File: config.mk
export PLATFORM = sky130hd
export DESIGN_NAME = linear_interp_resampler
export DESIGN_NICKNAME = d
export VERILOG_FILES = /design/src/rtl/core/lirs_pkg.sv /design/src/rtl/core/linear_interp_resampler.sv
export SDC_FILE = /design/constraint.sdc
export NUM_CORES = 1
export LEC_CHECK = 0
export BUFFER_PORTS_ARGS = -buffer_cell sky130_fd_sc_hd__buf_2
export CAP_MARGIN = 0
export CORE_ASPECT_RATIO = 1.5
export CORE_MARGIN = 2
export CORE_UTILIZATION = 60
export DETAILED_ROUTE_END_ITERATION = 8
export PLACE_DENSITY = 0.79
export SYNTH_ARGS = -nofsm -noshare
export SYNTH_HDL_FRONTEND = slang
export SYNTH_SLANG_ARGS = --single-unit
File: constraint.sdc
create_clock -name aclk -period 7.55 [get_ports aclk]
set_clock_uncertainty 0.2 [all_clocks]
set_input_delay 0.3775 -clock aclk [delete_from_list [all_inputs] [get_ports aclk]]
set_output_delay 0.3775 -clock aclk [all_outputs]
set_load 0.005 [all_outputs]
File: src/rtl/core/lirs_pkg.sv
package lirs_pkg;

    localparam int SAMPLE_W  = 16;
    localparam int STEP_W    = 18;
    localparam int ACC_W     = 19;
    localparam int FRAC_BITS = 16;
    localparam int DIFF_W    = SAMPLE_W + 1;
    localparam int PROD_W    = FRAC_BITS + 1 + DIFF_W;
    localparam int SUM_W     = PROD_W + 1;

    localparam int APB_ADDR_W = 3;
    localparam int APB_DATA_W = 32;

    typedef logic signed [SAMPLE_W-1:0] sample_t;
    typedef logic [STEP_W-1:0]          step_t;
    typedef logic [ACC_W-1:0]           acc_t;

    localparam acc_t  ONE_POS       = acc_t'(1) << FRAC_BITS;
    localparam acc_t  TWO_POS       = acc_t'(2) << FRAC_BITS;
    localparam step_t MIN_STEP      = step_t'(1) << (FRAC_BITS - 3);
    localparam step_t STEP_RESET    = step_t'(60211);

    // Word index of the phase step register (byte address 0).
    localparam logic [APB_ADDR_W-3:0] REG_PHASE_STEP = '0;

endpackage

File: src/rtl/core/linear_interp_resampler.sv
// Each interpolated word is worked out in the ST_SEG and ST_SUM states and registered
// on the output; at stream end, ST_TAIL then offers the final input as repeats (directly
// after acceptance when the final input is also the stream's first).
// s_ready is low outside ST_IDLE, so an input holds off the next one until all its words
// and repeats are out, output stalls included.
// Reset: synchronous, active low; clears stream state and output valid, phase_step = 60211.
module linear_interp_resampler (
    input  logic                                 aclk,
    input  logic                                 aresetn,
    input  logic                                 psel,
    input  logic                                 penable,
    input  logic                                 pwrite,
    input  logic [lirs_pkg::APB_ADDR_W-1:0]      paddr,
    input  logic [lirs_pkg::APB_DATA_W-1:0]      pwdata,
    output logic [lirs_pkg::APB_DATA_W-1:0]      prdata,
    output logic                                 pready,
    input  logic                                 s_valid,
    output logic                                 s_ready,
    input  lirs_pkg::sample_t                    s_sample_in,
    input  logic                                 s_is_final,
    output logic                                 m_valid,
    input  logic                                 m_ready,
    output lirs_pkg::sample_t                    m_sample_out,
    output logic                                 m_run_end,
    output logic                                 m_stream_end
);
    import lirs_pkg::*;

    localparam logic [1:0] ST_IDLE = 2'd0;
    localparam logic [1:0] ST_SEG  = 2'd1;
    localparam logic [1:0] ST_SUM  = 2'd2;
    localparam logic [1:0] ST_TAIL = 2'd3;

    logic [1:0]                state_reg, state_next;
    step_t                     step_reg, step_next;
    sample_t                   prev_reg, prev_next;
    logic                      have_prev_reg, have_prev_next;
    acc_t                      acc_reg, acc_next;
    sample_t                   cur_reg, cur_next;
    logic                      fin_reg, fin_next;
    logic signed [DIFF_W-1:0]  diff_reg, diff_next;
    logic signed [PROD_W-1:0]  prod_reg, prod_next;
    logic                      m_valid_reg, m_valid_next;
    sample_t                   m_sample_reg, m_sample_next;
    logic                      m_run_end_reg, m_run_end_next;
    logic                      m_stream_end_reg, m_stream_end_next;

    step_t                     eff_step;
    acc_t                      acc_adv;
    logic                      acc_lt_one;
    logic                      adv_ge_one;
    logic                      adv_ge_two;
    logic                      out_free;
    logic                      cfg_wr;
    logic signed [FRAC_BITS:0] mul_a;
    logic signed [SUM_W-1:0]   left_scaled;
    logic signed [SUM_W-1:0]   sum;
    logic signed [SUM_W-1:0]   quo;
    logic                      round_up;
    sample_t                   interp;

    assign eff_step   = (step_reg < MIN_STEP) ? MIN_STEP : step_reg;
    // The accumulator is below one whenever it is advanced, so 19 bits never overflow.
    assign acc_adv    = acc_reg + ACC_W'(eff_step);
    assign acc_lt_one = acc_reg < ONE_POS;
    assign adv_ge_one = acc_adv >= ONE_POS;
    assign adv_ge_two = acc_adv >= TWO_POS;
    assign out_free   = !m_valid_reg || m_ready;
    assign cfg_wr     = psel && penable && pwrite;
    assign mul_a      = $signed({1'b0, acc_reg[FRAC_BITS-1:0]});

    // prev * ONE + a * (cur - prev), divided by ONE with truncation toward zero.
    assign left_scaled = $signed({{(SUM_W - SAMPLE_W - FRAC_BITS){prev_reg[SAMPLE_W-1]}},
                                  prev_reg, {FRAC_BITS{1'b0}}});
    assign sum         = left_scaled + $signed({prod_reg[PROD_W-1], prod_reg});
    assign quo         = sum >>> FRAC_BITS;
    assign round_up    = sum[SUM_W-1] && (sum[FRAC_BITS-1:0] != '0);
    assign interp      = sample_t'(quo[SAMPLE_W-1:0] + {{(SAMPLE_W-1){1'b0}}, round_up});

    assign pready       = 1'b1;
    assign prdata       = (paddr[APB_ADDR_W-1:2] == REG_PHASE_STEP)
                        ? {{(APB_DATA_W - STEP_W){1'b0}}, step_reg} : '0;
    assign s_ready      = (state_reg == ST_IDLE);
    assign m_valid      = m_valid_reg;
    assign m_sample_out = m_sample_reg;
    assign m_run_end    = m_run_end_reg;
    assign m_stream_end = m_stream_end_reg;

    always_comb begin
        state_next        = state_reg;
        step_next         = step_reg;
        prev_next         = prev_reg;
        have_prev_next    = have_prev_reg;
        acc_next          = acc_reg;
        cur_next          = cur_reg;
        fin_next          = fin_reg;
        diff_next         = diff_reg;
        prod_next         = prod_reg;
        m_valid_next      = m_valid_reg && !m_ready;
        m_sample_next     = m_sample_reg;
        m_run_end_next    = m_run_end_reg;
        m_stream_end_next = m_stream_end_reg;

        if (cfg_wr && paddr[APB_ADDR_W-1:2] == REG_PHASE_STEP) begin
            step_next = pwdata[STEP_W-1:0];
        end

        case (state_reg)
            ST_IDLE: begin
                if (s_valid) begin
                    cur_next  = s_sample_in;
                    fin_next  = s_is_final;
                    diff_next = $signed({s_sample_in[SAMPLE_W-1], s_sample_in})
                              - $signed({prev_reg[SAMPLE_W-1], prev_reg});
                    if (have_prev_reg) begin
                        state_next = ST_SEG;
                    end else if (s_is_final) begin
                        state_next = ST_TAIL;
                    end else begin
                        prev_next      = s_sample_in;
                        have_prev_next = 1'b1;
                    end
                end
            end
            ST_SEG: begin
                if (acc_lt_one) begin
                    prod_next  = mul_a * diff_reg;
                    state_next = ST_SUM;
                end else begin
                    // The segment is done; the position is now measured from this word.
                    acc_next       = acc_reg - ONE_POS;
                    prev_next      = cur_reg;
                    have_prev_next = 1'b1;
                    state_next     = fin_reg ? ST_TAIL : ST_IDLE;
                end
            end
            ST_SUM: begin
                if (out_free) begin
                    m_valid_next  = 1'b1;
                    m_sample_next = interp;
                    // Last of this input when the segment ends and no repeats follow.
                    m_run_end_next    = adv_ge_one && (!fin_reg || adv_ge_two);
                    m_stream_end_next = adv_ge_one && fin_reg && adv_ge_two;
                    acc_next          = acc_adv;
                    state_next        = ST_SEG;
                end
            end
            ST_TAIL: begin
                if (acc_lt_one) begin
                    if (out_free) begin
                        m_valid_next      = 1'b1;
                        m_sample_next     = cur_reg;
                        m_run_end_next    = adv_ge_one;
                        m_stream_end_next = adv_ge_one;
                        acc_next          = acc_adv;
                    end
                end else begin
                    prev_next      = '0;
                    acc_next       = '0;
                    have_prev_next = 1'b0;
                    state_next     = ST_IDLE;
                end
            end
            default: begin
                state_next = ST_IDLE;
            end
        endcase
    end

    always_ff @(posedge aclk) begin
        if (!aresetn) begin
            state_reg     <= ST_IDLE;
            step_reg      <= STEP_RESET;
            prev_reg      <= '0;
            have_prev_reg <= 1'b0;
            acc_reg       <= '0;
            m_valid_reg   <= 1'b0;
        end else begin
            state_reg     <= state_next;
            step_reg      <= step_next;
            prev_reg      <= prev_next;
            have_prev_reg <= have_prev_next;
            acc_reg       <= acc_next;
            m_valid_reg   <= m_valid_next;
        end
    end

    always_ff @(posedge aclk) begin
        cur_reg          <= cur_next;
        fin_reg          <= fin_next;
        diff_reg         <= diff_next;
        prod_reg         <= prod_next;
        m_sample_reg     <= m_sample_next;
        m_run_end_reg    <= m_run_end_next;
        m_stream_end_reg <= m_stream_end_next;
    end

endmodule

* Word-level counts from Yosys, hierarchy flattened *
Cells that the tools add are included.

word-level totals
  register bits = 143
  bits of input ports = 59
  output and inout bits = 53
  word-level logic and storage cells = 100

operators by class
  add/sub/neg operators = 5
  multipliers = 1
  $lt $le $gt $ge = 4
  equality and inequality tests = 12
  muxes and demuxes = 39
  bitwise operators = 1
  reduce and logical (&&, ||, !) cells = 25

operators by type and width
  cell                      count
  $mux W16                  8
  $mux W19                  3
  $pmux W19 S3              1
  $pmux W16 S3              1
  $mux W18                  2
  $add A32 B34 Y35          1
  $mul A17 B17 Y34          1
  $pmux W16 S2              1
  $add A19 B18 Y19          1
  $ge A19 B17 Y1 const B    1
  $ge A19 B18 Y1 const B    1
  $lt A19 B17 Y1 const B    1
  $sub A19 B17 Y19 const B  1
  $lt A18 B14 Y1 const B    1
  $sub A16 B16 Y17          1
  $add A16 B1 Y16           1
  $ne A2 B2 Y1 const B      8
  $reduce_bool A16 Y1       1
  $mux W2                   7
  $reduce_and A4 Y1         3
  $mux W1                   11
  $logic_and A1 B1 Y1       8
  $pmux W2 S4               1
  $pmux W1 S2               3
  12 further kinds          19

* Depth between registers and ports, before layout *
Gate-level depths: netlist (run 1).

  depth in word-level cells = 8
  mapped depth = 24
  mapped depth without buffers = 24

* Least setup slack after synthesis (run 1) *
OpenSTA, ideal clock, no wires.

  path type = reg-to-reg
  start point = register diff_reg[2]
  end point = register prod_reg[31], data pin
  library setup time = 262 ps
  arrival time = 6465 ps
  data required time = 7088 ps
  setup slack = 623 ps
  cell stages (with the launch flop) = 24
  path buffers = 1
  period minus slack after synthesis = 6927 ps
  cell sequence = edfxtp_1 -> clkbuf_1 -> and2_1 -> fa_1 -> inv_1 -> fa_1 -> inv_1 -> fa_1 -> fa_1 -> fa_1 -> inv_1 -> fa_1 -> inv_1 -> ha_1 -> a211oi_2 -> nor2_1 -> or4_1 -> a32o_1 -> a311o_1 -> o311a_1 -> o21a_1 -> a21oi_1 -> a21oi_1 -> xor2_1

on the way
  cells in the longest elaborated chain, start to end = 1

RTL lines
  item                      RTL line                        source
  start: declaration        linear_interp_resampler.sv:41   logic signed [DIFF_W-1:0] diff_reg, diff_next;
  start signal: assignment  linear_interp_resampler.sv:191  diff_reg <= diff_next;
  $mul A17 B17 Y34          linear_interp_resampler.sv:127  prod_next = mul_a * diff_reg;
  end signal: assignment    linear_interp_resampler.sv:192  prod_reg <= prod_next;
  end: declaration          linear_interp_resampler.sv:42   logic signed [PROD_W-1:0] prod_reg, prod_next;

No other way between the ends.
A chain may end at the register's enable or synchronous reset.

* Final worst setup path (run 1) *
  start point = register diff_reg[7]
  end point = register prod_reg[31], data pin

Same word-level chain as after synthesis.

==> metrics.txt, run 1 <==
synth-to-layout area growth=10.2%; RSZ-0062 raised after global routing=no; initial antenna violation count=0; CP required=7540 ps; clock transition at the registers of the reported paths=60 ps; RR Startpoint=diff_reg[7]; register-to-register setup slack=240 ps; Ys Warns=0; Total GRT Usage=30.2%; Setup crit end=prod_reg[31]; Reg2Reg Depth=22; setup TNS=0 ps; Mapped Cells=1,881; first-pass GRT wire length=70.2 mm; routed len/inst=18.3 um; pwr dens=326 nW/um^2; multiplexer share of the synthesized area=0.130%; Worst-Margin Slew=1310 ps; Setup Crit Path Kind=register to register; Place WS=246 ps; Most used DFF post-synth=edfxtp_1; combinational family with the most area after synthesis=adder cells; worst hold slack=12.4 ps; commonest non-fill, non-tap cell in the layout=inv_1; die width=143 um; number of synthesized register bits=143; status=finished, final reports clean; Critical Path Start=diff_reg[7]; largest net degree at the start of global routing=59; # rows=76; post-synthesis sequential area ratio=21.5%; FMAX=0.137 GHz; CTS sink cnt=143; number of CTS-inserted buffers=17; Die Height=212 um; most frequent cells in the layout=inv_1 (327), fa_1 (212), nand2_1 (186); max reg flops=34; Final Max Tran Viols=0; DP Wirelength=34.5 mm; crit path launch type=register; fin crit share=96.9%; Final GP Congestion=1.02; EDFF count, synth=86; Final WS setup=236 ps; grt ovf=0; # fillers=2,217; Clk Latency, worst-skew pair=450 ps; CTS tree=done; post-synthesis cell area=17,300 sq um; adder-cell share of the synthesized area=37.7%; critical path data arrival time=7300 ps; clk root buf=clkbuf_16; Static Leakage=9.41 nW; DRC violations left=0; vias in the first global route=14,200; # setup viols final=0; final hold vios=0; Pwr Total=6.23 mW; ANT nets after route=0; effective utilization at floorplan=60.6%; XOR/XNOR share of the synthesized area=4.04%; die area=30,300 sq um; RR Endpoint=prod_reg[31]; ys async rst share=0%; Setup crit end kind=register; worst vdd ir=0.247 mV; distinct cell type count after synthesis=62; Max Cap Viol=0; Diodes inserted=0; H-tree depth=4; Core Area=28,600 sq um; area fraction in compound gates after synthesis=10.0%; Final Critical Period=7310 ps; Vias=13,600; # nets final=2,439; Hold Crit Class=input port to register; vias per inst=5.68; fraction of layout cells with a size suffix above 1=8.21%; Layout Utilization=66.8%; Simple-Gate Fraction of Synth Area=17.6%; TritonRoute pass-1 iters=5; Starting DRT DRC Count=835; slew margin rel.=12.7%; IO Count=112; critical path peak fanout=11; final wirelength=43.8 mm; port bufs=80; CTS max path bufs=2; Hold Path Depth=3; Synth Area per Inst=9.22 sq um
[what timing repair did]
action	CTS	global route
resized for setup	0	1
hold buffers	29	0
buffers inserted	0	2
setup endpoints to repair	0	3
endpoints found under the hold margin	29	0
[layer usage]
metal  track usage, %  up-vias  wire (um)
met5                0        -          0
met4             21.2        0       3680
met3             4.44      209       2170
met2             55.0      518      23000
met1             31.6     6603      14900
li1                 -     6223          -
[power by group]
group | total, mW | switching [mW] | internal (mW)
clock network | 0.859 | 0.370 | 0.489
logic | 4.02 | 2.37 | 1.66
registers | 1.35 | 0.189 | 1.16
total | 6.23 | 2.92 | 3.31
[worst max-delay path, cell delays in order (launching register included)]
cell and delay (ps):
edfxtp_1 580, buf_4 230, nand2_1 80, fa_1 480
fa_1 550, inv_1 70, fa_1 560, inv_1 80
fa_1 580, fa_1 450, fa_1 490, inv_1 40
ha_1 320, o21ai_0 90, nor2_1 70, or4_1 450
a32o_1 280, a311o_1 410, o311a_1 360, o21a_1 220
a21oi_1 220, a21oi_1 110, xor2_1 150
[cells by family after synthesis]
kind of cell / Yosys count
AOI/OAI and AO/OA: 255
xor gates and xnor gates: 80
adders and majority gates: 395
buffers and inverters: 403
DFF: 143
muxes: 2
other: 2
and+or+nand+nor: 601
[worst min path at each step]
stage	start	end	slack (ps)
2_1_floorplan	step_reg[0]	step_reg[0]	250
3_3_place_gp	step_reg[5]	step_reg[5]	260
3_5_place_dp	step_reg[2]	step_reg[2]	270
4_1_cts	pwdata[10]	step_reg[10]	10
5_1_grt	pwdata[12]	step_reg[12]	10
6_report	pwdata[12]	step_reg[12]	10
[through the flow]
| stage | cells | area [sq um] |
|---|---|---|
| after floorplan | 1894 | 17400 |
| after global placement | 2325 | 18200 |
| after detailed placement | 2325 | 18200 |
| after CTS | 2386 | 19100 |
| after global routing | 2388 | 19100 |
| final | 2388 | 19100 |
[Yosys cell counts (all sizes together), types with 7 or more instances]
cell type | count | area (sq um)
xnor2 | 54 | 473
a21boi | 16 | 120
fa | 212 | 4240
ha | 183 | 2290
nand3 | 27 | 135
a211oi | 7 | 57.6
nor3 | 17 | 85.1
clkbuf | 60 | 225
o21ai | 45 | 229
o211a | 17 | 170
inv | 327 | 1230
a22oi | 31 | 233
o21a | 9 | 67.6
nand2 | 186 | 698
nor2b | 68 | 425
a21o | 24 | 180
xor2 | 26 | 228
edfxtp | 86 | 2580
and2 | 160 | 1000
dfxtp | 57 | 1140
nor2 | 84 | 315
buf | 16 | 116
a21oi | 61 | 305
nand2b | 22 | 138
[final cells by class]
type / instances / area (sq um) / area share (%)
multi-input cells: 1348 / 12100 / 63.3
clock buffers: 20 / 468 / 2.45
inverters: 327 / 1230 / 6.42
flip-flops and latches: 143 / 3720 / 19.5
repair buffers: 148 / 983 / 5.14
well taps: 390 / 488 / 2.55
clock inverters: 12 / 121 / 0.635
Note: power is estimated with default switching activity, not from simulation.
==> run 2: changes to the inputs <==
Settings changed: ABC_CLOCK_PERIOD_IN_PS set to 5900, CORE_UTILIZATION 60 to 57, PLACE_DENSITY 0.79 to not set, PLACE_DENSITY_LB_ADDON set to 0.25.
Clock period 7.55 ns to 5.9 ns, I/O delays scaled along.
==> run 2 against run 1 <==
Compared with the run above: the run now ends with negative setup slack left; critical path depth shrank 1; sequential cell count is the same; non-clock buffer count is 122 higher; die area grew 5.1%; fmax up 6.0%; final area up 7.0%; final cell count is 5.5% higher; first-iteration DRC count decreased by 23%.
==> metrics.txt, run 2 (synthesized netlist as in run 1, its figures left out) <==
Vias=14,000 (was 13,600); clk root buf=clkbuf_16 (unchanged); initial antenna violation count=0 (unchanged); synth-to-layout area growth=17.9% (was 10.2%); Worst-Margin Slew=1050 ps (was 1310 ps); FMAX=0.145 GHz (was 0.137 GHz); Final Max Tran Viols=0 (unchanged); failing checks=negative setup slack; crit path launch type=register (unchanged); RSZ-0062 raised after global routing=yes (was no); Place WS=-1090 ps (was 246 ps); max reg flops=34 (unchanged); Core Area=30,100 sq um (was 28,600 sq um); Layout Utilization=68.0% (was 66.8%); # rows=78 (was 76); pwr dens=459 nW/um^2 (was 326 nW/um^2); die width=146 um (was 143 um); Hold Crit Class=input port to register (unchanged); Clk Latency, worst-skew pair=460 ps (was 450 ps); TritonRoute pass-1 iters=5 (unchanged); cell total after placement=2,440 (was 2,325); final wirelength=46.9 mm (was 43.8 mm); register-to-register setup slack=-1000 ps (was 240 ps); Starting DRT DRC Count=642 (was 835); CP required=5900 ps (was 7540 ps); effective utilization at floorplan=57.7% (was 60.6%); dpl cell area=19,100 sq um (was 18,200 sq um); CTS tree=done (unchanged); H-tree depth=4 (unchanged); largest net degree at the start of global routing=59 (unchanged); vias per inst=5.55 (was 5.68); commonest non-fill, non-tap cell in the layout=inv_1 (unchanged); die area=31,900 sq um (was 30,300 sq um); first-pass GRT wire length=74.4 mm (was 70.2 mm); clock transition at the registers of the reported paths=70 ps (was 60 ps); most frequent cells in the layout=inv_1 (316), fa_1 (201), nand2_1 (184) (was inv_1 (327), fa_1 (212), nand2_1 (186)); CTS max path bufs=2 (unchanged); vias in the first global route=14,700 (was 14,200); routed len/inst=18.6 um (was 18.3 um); # nets final=2,561 (was 2,439); critical path peak fanout=5 (was 11); DRC violations left=0 (unchanged); post-route cell area=20,500 sq um (was 19,100 sq um); Final GP Congestion=0.935 (was 1.02); slew margin rel.=29.4% (was 12.7%); fin crit share=117% (was 96.9%); status=finished, violations left (was finished, final reports clean); grt ovf=0 (unchanged); Max Cap Viol=0 (unchanged); fin cells=2,520 (was 2,388); critical path data arrival time=6900 ps (was 7300 ps); Pwr Total=9.38 mW (was 6.23 mW); Diodes inserted=0 (unchanged); Static Leakage=10.1 nW (was 9.41 nW); Final WS setup=-1000 ps (was 236 ps); CTS sink cnt=143 (unchanged); final hold vios=0 (unchanged); Final Critical Period=6900 ps (was 7310 ps); setup TNS=-8640 ps (was 0 ps); fraction of layout cells with a size suffix above 1=16.7% (was 8.21%); # setup viols final=14 (was 0); IO Count=112 (unchanged); Setup Crit Path Kind=register to register (unchanged); ANT nets after route=0 (unchanged); port bufs=80 (unchanged); Setup crit end kind=register (unchanged); number of CTS-inserted buffers=17 (unchanged); worst hold slack=9.31 ps (was 12.4 ps); Total GRT Usage=30.2% (about the same); DP Wirelength=37.5 mm (was 34.5 mm); Die Height=218 um (was 212 um); worst vdd ir=0.303 mV (was 0.247 mV)
run 2: cell count changes in the layout (fill, tap and decap cells not counted), sizes merged:
| cell | delta |
|---|---|
| clkbuf | -1 |
| dlygate4sd3 | +6 |
| inv | +2 |
| clkinvlp | -1 |
| buf | +116 |
run 2: power breakdown:
| part | leakage (nW) | internal (mW) | total [mW] | switching (mW) |
|---|---|---|---|---|
| Sequential | 1.27 | 1.49 | 1.69 | 0.201 |
| Clock | 0.292 | 0.614 | 1.10 | 0.489 |
| Combinational | 8.51 | 3.00 | 6.59 | 3.59 |
| Total | 10.1 | 5.10 | 9.38 | 4.28 |
run 2: final cells by class:
type | count | area, sq um
sequential | 143 | 3730
timing repair buffer | 270 | 2000
inverter | 327 | 1230
fill | 2408 | 9610
clock buffer | 19 | 454
multi-input combinational | 1348 | 12400
clock inverter | 13 | 124
tap | 400 | 500
run 2: worst paths after layout:
path / from / endpoint / depth (start not counted)
setup / recovery: diff_reg[5] / prod_reg[33] / 21
hold / removal: m_ready / m_valid / 4
setup reg to reg: diff_reg[5] / prod_reg[33] / 21
hold reg to reg: step_reg[2] / step_reg[2] / 2
run 2: routing by layer:
layer | up-vias | global-route usage, % | routed length, um
li1 | 6478 | - | -
met1 | 6913 | 32.3 | 16800
met2 | 440 | 57.0 | 25300
met3 | 155 | 3.39 | 1680
met4 | 0 | 17.6 | 3110
met5 | - | 0 | 0
run 2: what timing repair did:
| action | CTS | global route |
|---|---|---|
| hold buffers | 35 | 0 |
| setup endpoints to repair | 17 | 20 |
| hold endpoints to repair | 35 | 0 |
| gates resized for setup | 43 | 55 |
| setup buffers | 10 | 10 |
| pin swaps | 19 | 36 |
run 2: worst max-delay path, stage by stage (launching register included):
cell and delay, ps:
edfxtp_1 490, buf_6 170, buf_6 110, and2_4 150, fa_1 540, inv_2 50, fa_2 400, fa_1 470
fa_2 530, inv_1 50, fa_2 470, fa_1 450, ha_4 190, a211oi_2 210, nor2_1 100, or4_4 430
a32o_1 250, a311o_1 310, o311a_1 370, o21a_1 230, a221o_1 330, xnor2_1 130
==> run 3: changes to the inputs <==
Settings changed: CTS_CLUSTER_SIZE set to 16, HOLD_SLACK_MARGIN set to 0.12, SETUP_SLACK_MARGIN set to 0.4.
==> run 3 against run 2 <==
Compared with the run above: critical path type unchanged; worst hold slack better by 250 ps; register-to-register slack better by 20 ps; final area hardly changed; sequential share of layout area hardly changed; largest cell class unchanged; critical path depth stayed put; largest power group unchanged; combinational power is 0.8% lower; fmax is 0.31% higher; die area stayed put; first-iteration DRC count is 7.6% lower; the flow still finishes with violations (negative setup slack); power is 0.73% lower; highest routed layer unchanged.
==> metrics.txt, run 3 (synthesized netlist as in run 1, its figures left out) <==
critical path peak fanout=5 (unchanged); internal power=5.08 mW (was 5.10 mW); effective utilization at floorplan=57.7% (unchanged); most used cell, CP=fa_1; final wirelength=46.2 mm (was 46.9 mm); setup TNS=-7970 ps (was -8640 ps); max incr delay on CP=550 ps (was 540 ps); Worst-Margin Slew=1030 ps (was 1050 ps); Hold Crit Class=input port to register (unchanged); Starting DRT DRC Count=593 (was 642); first-pass GRT wire length=73.7 mm (was 74.4 mm); fin crit share=117% (about the same); Vias=13,900 (was 14,000); RSZ-0062 raised after global routing=yes (unchanged); FMAX=0.145 GHz (about the same); fraction of layout cells with a size suffix above 1=16.2% (was 16.7%); port bufs=80 (unchanged); # setup viols final=13 (was 14); Die Height=218 um (unchanged); Layout Utilization=68.0% (about the same); worst hold slack=262 ps (was 9.31 ps); CTS tree=done (unchanged); CP required=5900 ps (about the same); TritonRoute pass-1 iters=5 (unchanged); CTS max path bufs=2 (unchanged); slew margin rel.=31.3% (was 29.4%); Max Cap Viol=0 (unchanged); combinational share of power=70.2% (was 70.3%); clk root buf=clkbuf_16 (unchanged); Core Area=30,100 sq um (unchanged); Clk Latency, worst-skew pair=450 ps (was 460 ps); Setup Crit Path Kind=register to register (unchanged); ANT nets after route=0 (unchanged); critical path data arrival time=6880 ps (was 6900 ps); Cell Chain, Critical Path=and2_4 > fa_1 > inv_1 > fa_1 > inv_1 > fa_1 > fa_2 > fa_1 > inv_1 > fa_1 > inv_2 > ha_4 > a211oi_2 > nor2_1 > or4_4 > a32o_1 > a311o_1 > o311a_1 > o21a_1 > a221o_1 > xnor2_1 (was buf_6 > buf_6 > and2_4 > fa_1 > inv_2 > fa_2 > fa_1 > fa_2 > inv_1 > fa_2 > fa_1 > ha_4 > a211oi_2 > nor2_1 > or4_4 > a32o_1 > a311o_1 > o311a_1 > o21a_1 > a221o_1 > xnor2_1); # rows=78 (unchanged); IO Count=112 (unchanged); post-route cell area=20,400 sq um (was 20,500 sq um); DP Wirelength=37.1 mm (was 37.5 mm); failing checks=negative setup slack (unchanged); fin cells=2,528 (was 2,520); worst vdd ir=0.432 mV (was 0.303 mV); CTS sink cnt=143 (unchanged); Largest delay share family, worst path=adder cells (unchanged); status=finished, violations left (unchanged); dpl cell area=19,200 sq um (was 19,100 sq um); Worst path slowest cell=fa_1 (unchanged); Final GP Congestion=0.932 (was 0.935); routed len/inst=18.3 um (was 18.6 um); net switching power=4.23 mW (was 4.28 mW); Setup crit end kind=register (unchanged); most frequent cells in the layout=inv_1 (320), fa_1 (206), nand2_1 (185) (was inv_1 (316), fa_1 (201), nand2_1 (184)); commonest non-fill, non-tap cell in the layout=inv_1 (unchanged); die width=146 um (unchanged); Switching Share=45.4% (was 45.6%); Total GRT Usage=29.9% (was 30.2%); max reg flops=34 (unchanged); part of the power in registers=18.0% (about the same); largest net degree at the start of global routing=59 (unchanged); Static Leakage=10.1 nW (about the same); DRC violations left=0 (unchanged); number of CTS-inserted buffers=17 (unchanged); Pwr Total=9.31 mW (was 9.38 mW); cell total after placement=2,446 (was 2,440); synth-to-layout area growth=17.9% (about the same); Place WS=-1050 ps (was -1090 ps); # nets final=2,569 (was 2,561); WP buf/inv=4 (unchanged); Diodes inserted=0 (unchanged); H-tree depth=4 (unchanged); Final Critical Period=6880 ps (was 6900 ps); final hold vios=0 (unchanged); clock share of power=11.8% (about the same); crit path launch type=register (unchanged); Final Max Tran Viols=0 (unchanged); grt ovf=0 (unchanged); initial antenna violation count=0 (unchanged); vias per inst=5.51 (was 5.55); pwr dens=455 nW/um^2 (was 459 nW/um^2); Final WS setup=-980 ps (was -1000 ps); die area=31,900 sq um (unchanged); vias in the first global route=14,800 (was 14,700); clock transition at the registers of the reported paths=70 ps (about the same)
-- run 3: cell types whose count changed in the layout (fill, tap and decap cells not counted), moves of 3 or more --
cell / change
fa_2: -5
inv_1: +4
buf_6: -10
dfxtp_1: -5
o21ai_2: -3
nor2_2: -3
dfxtp_2: +5
inv_2: -4
buf_4: +16
nor2_1: +3
fa_1: +5
-- run 3: layout make-up --
cell class,instances,area (sq um)
timing repair buffer,278,2030
tap,400,500
clock inverter,15,155
fill,2363,9610
inverter,327,1230
clock buffer,17,425
multi-input combinational,1348,12400
sequential,143,3730
-- run 3: power groups by stage --
stage	Clock [mW]	Sequential, mW	Combinational, mW
CTS	1.10	1.67	6.28
detailed placement	0	1.68	5.89
floorplan	0	1.61	3.88
global placement	0	1.68	5.71
global route	1.14	1.69	7.25
finish	1.09	1.68	6.54
-- run 3: layer usage --
layer	wire (um)	track usage, %	vias to the layer above
li1	-	-	6472
met1	16000	30.6	6803
met5	0	0	-
met2	24600	55.5	454
met3	1680	3.77	200
met4	3840	21.9	0
-- run 3: what timing repair did --
action | CTS | global route
hold endpoints to repair | 53 | 0
gates resized for setup | 42 | 26
setup buffers | 10 | 3
endpoints found under the setup margin | 21 | 28
pin swaps | 21 | 23
hold buffers | 37 | 0
-- run 3: path summary, 6_finish.rpt --
check	depth (start not counted)	from	end	slack (ps)
worst max register to register	21	diff_reg[2]	prod_reg[33]	-980
worst max-delay path	21	diff_reg[2]	prod_reg[33]	-980
worst min-delay path	2	aresetn	step_reg[15]	260
worst min register to register	2	step_reg[5]	step_reg[5]	280
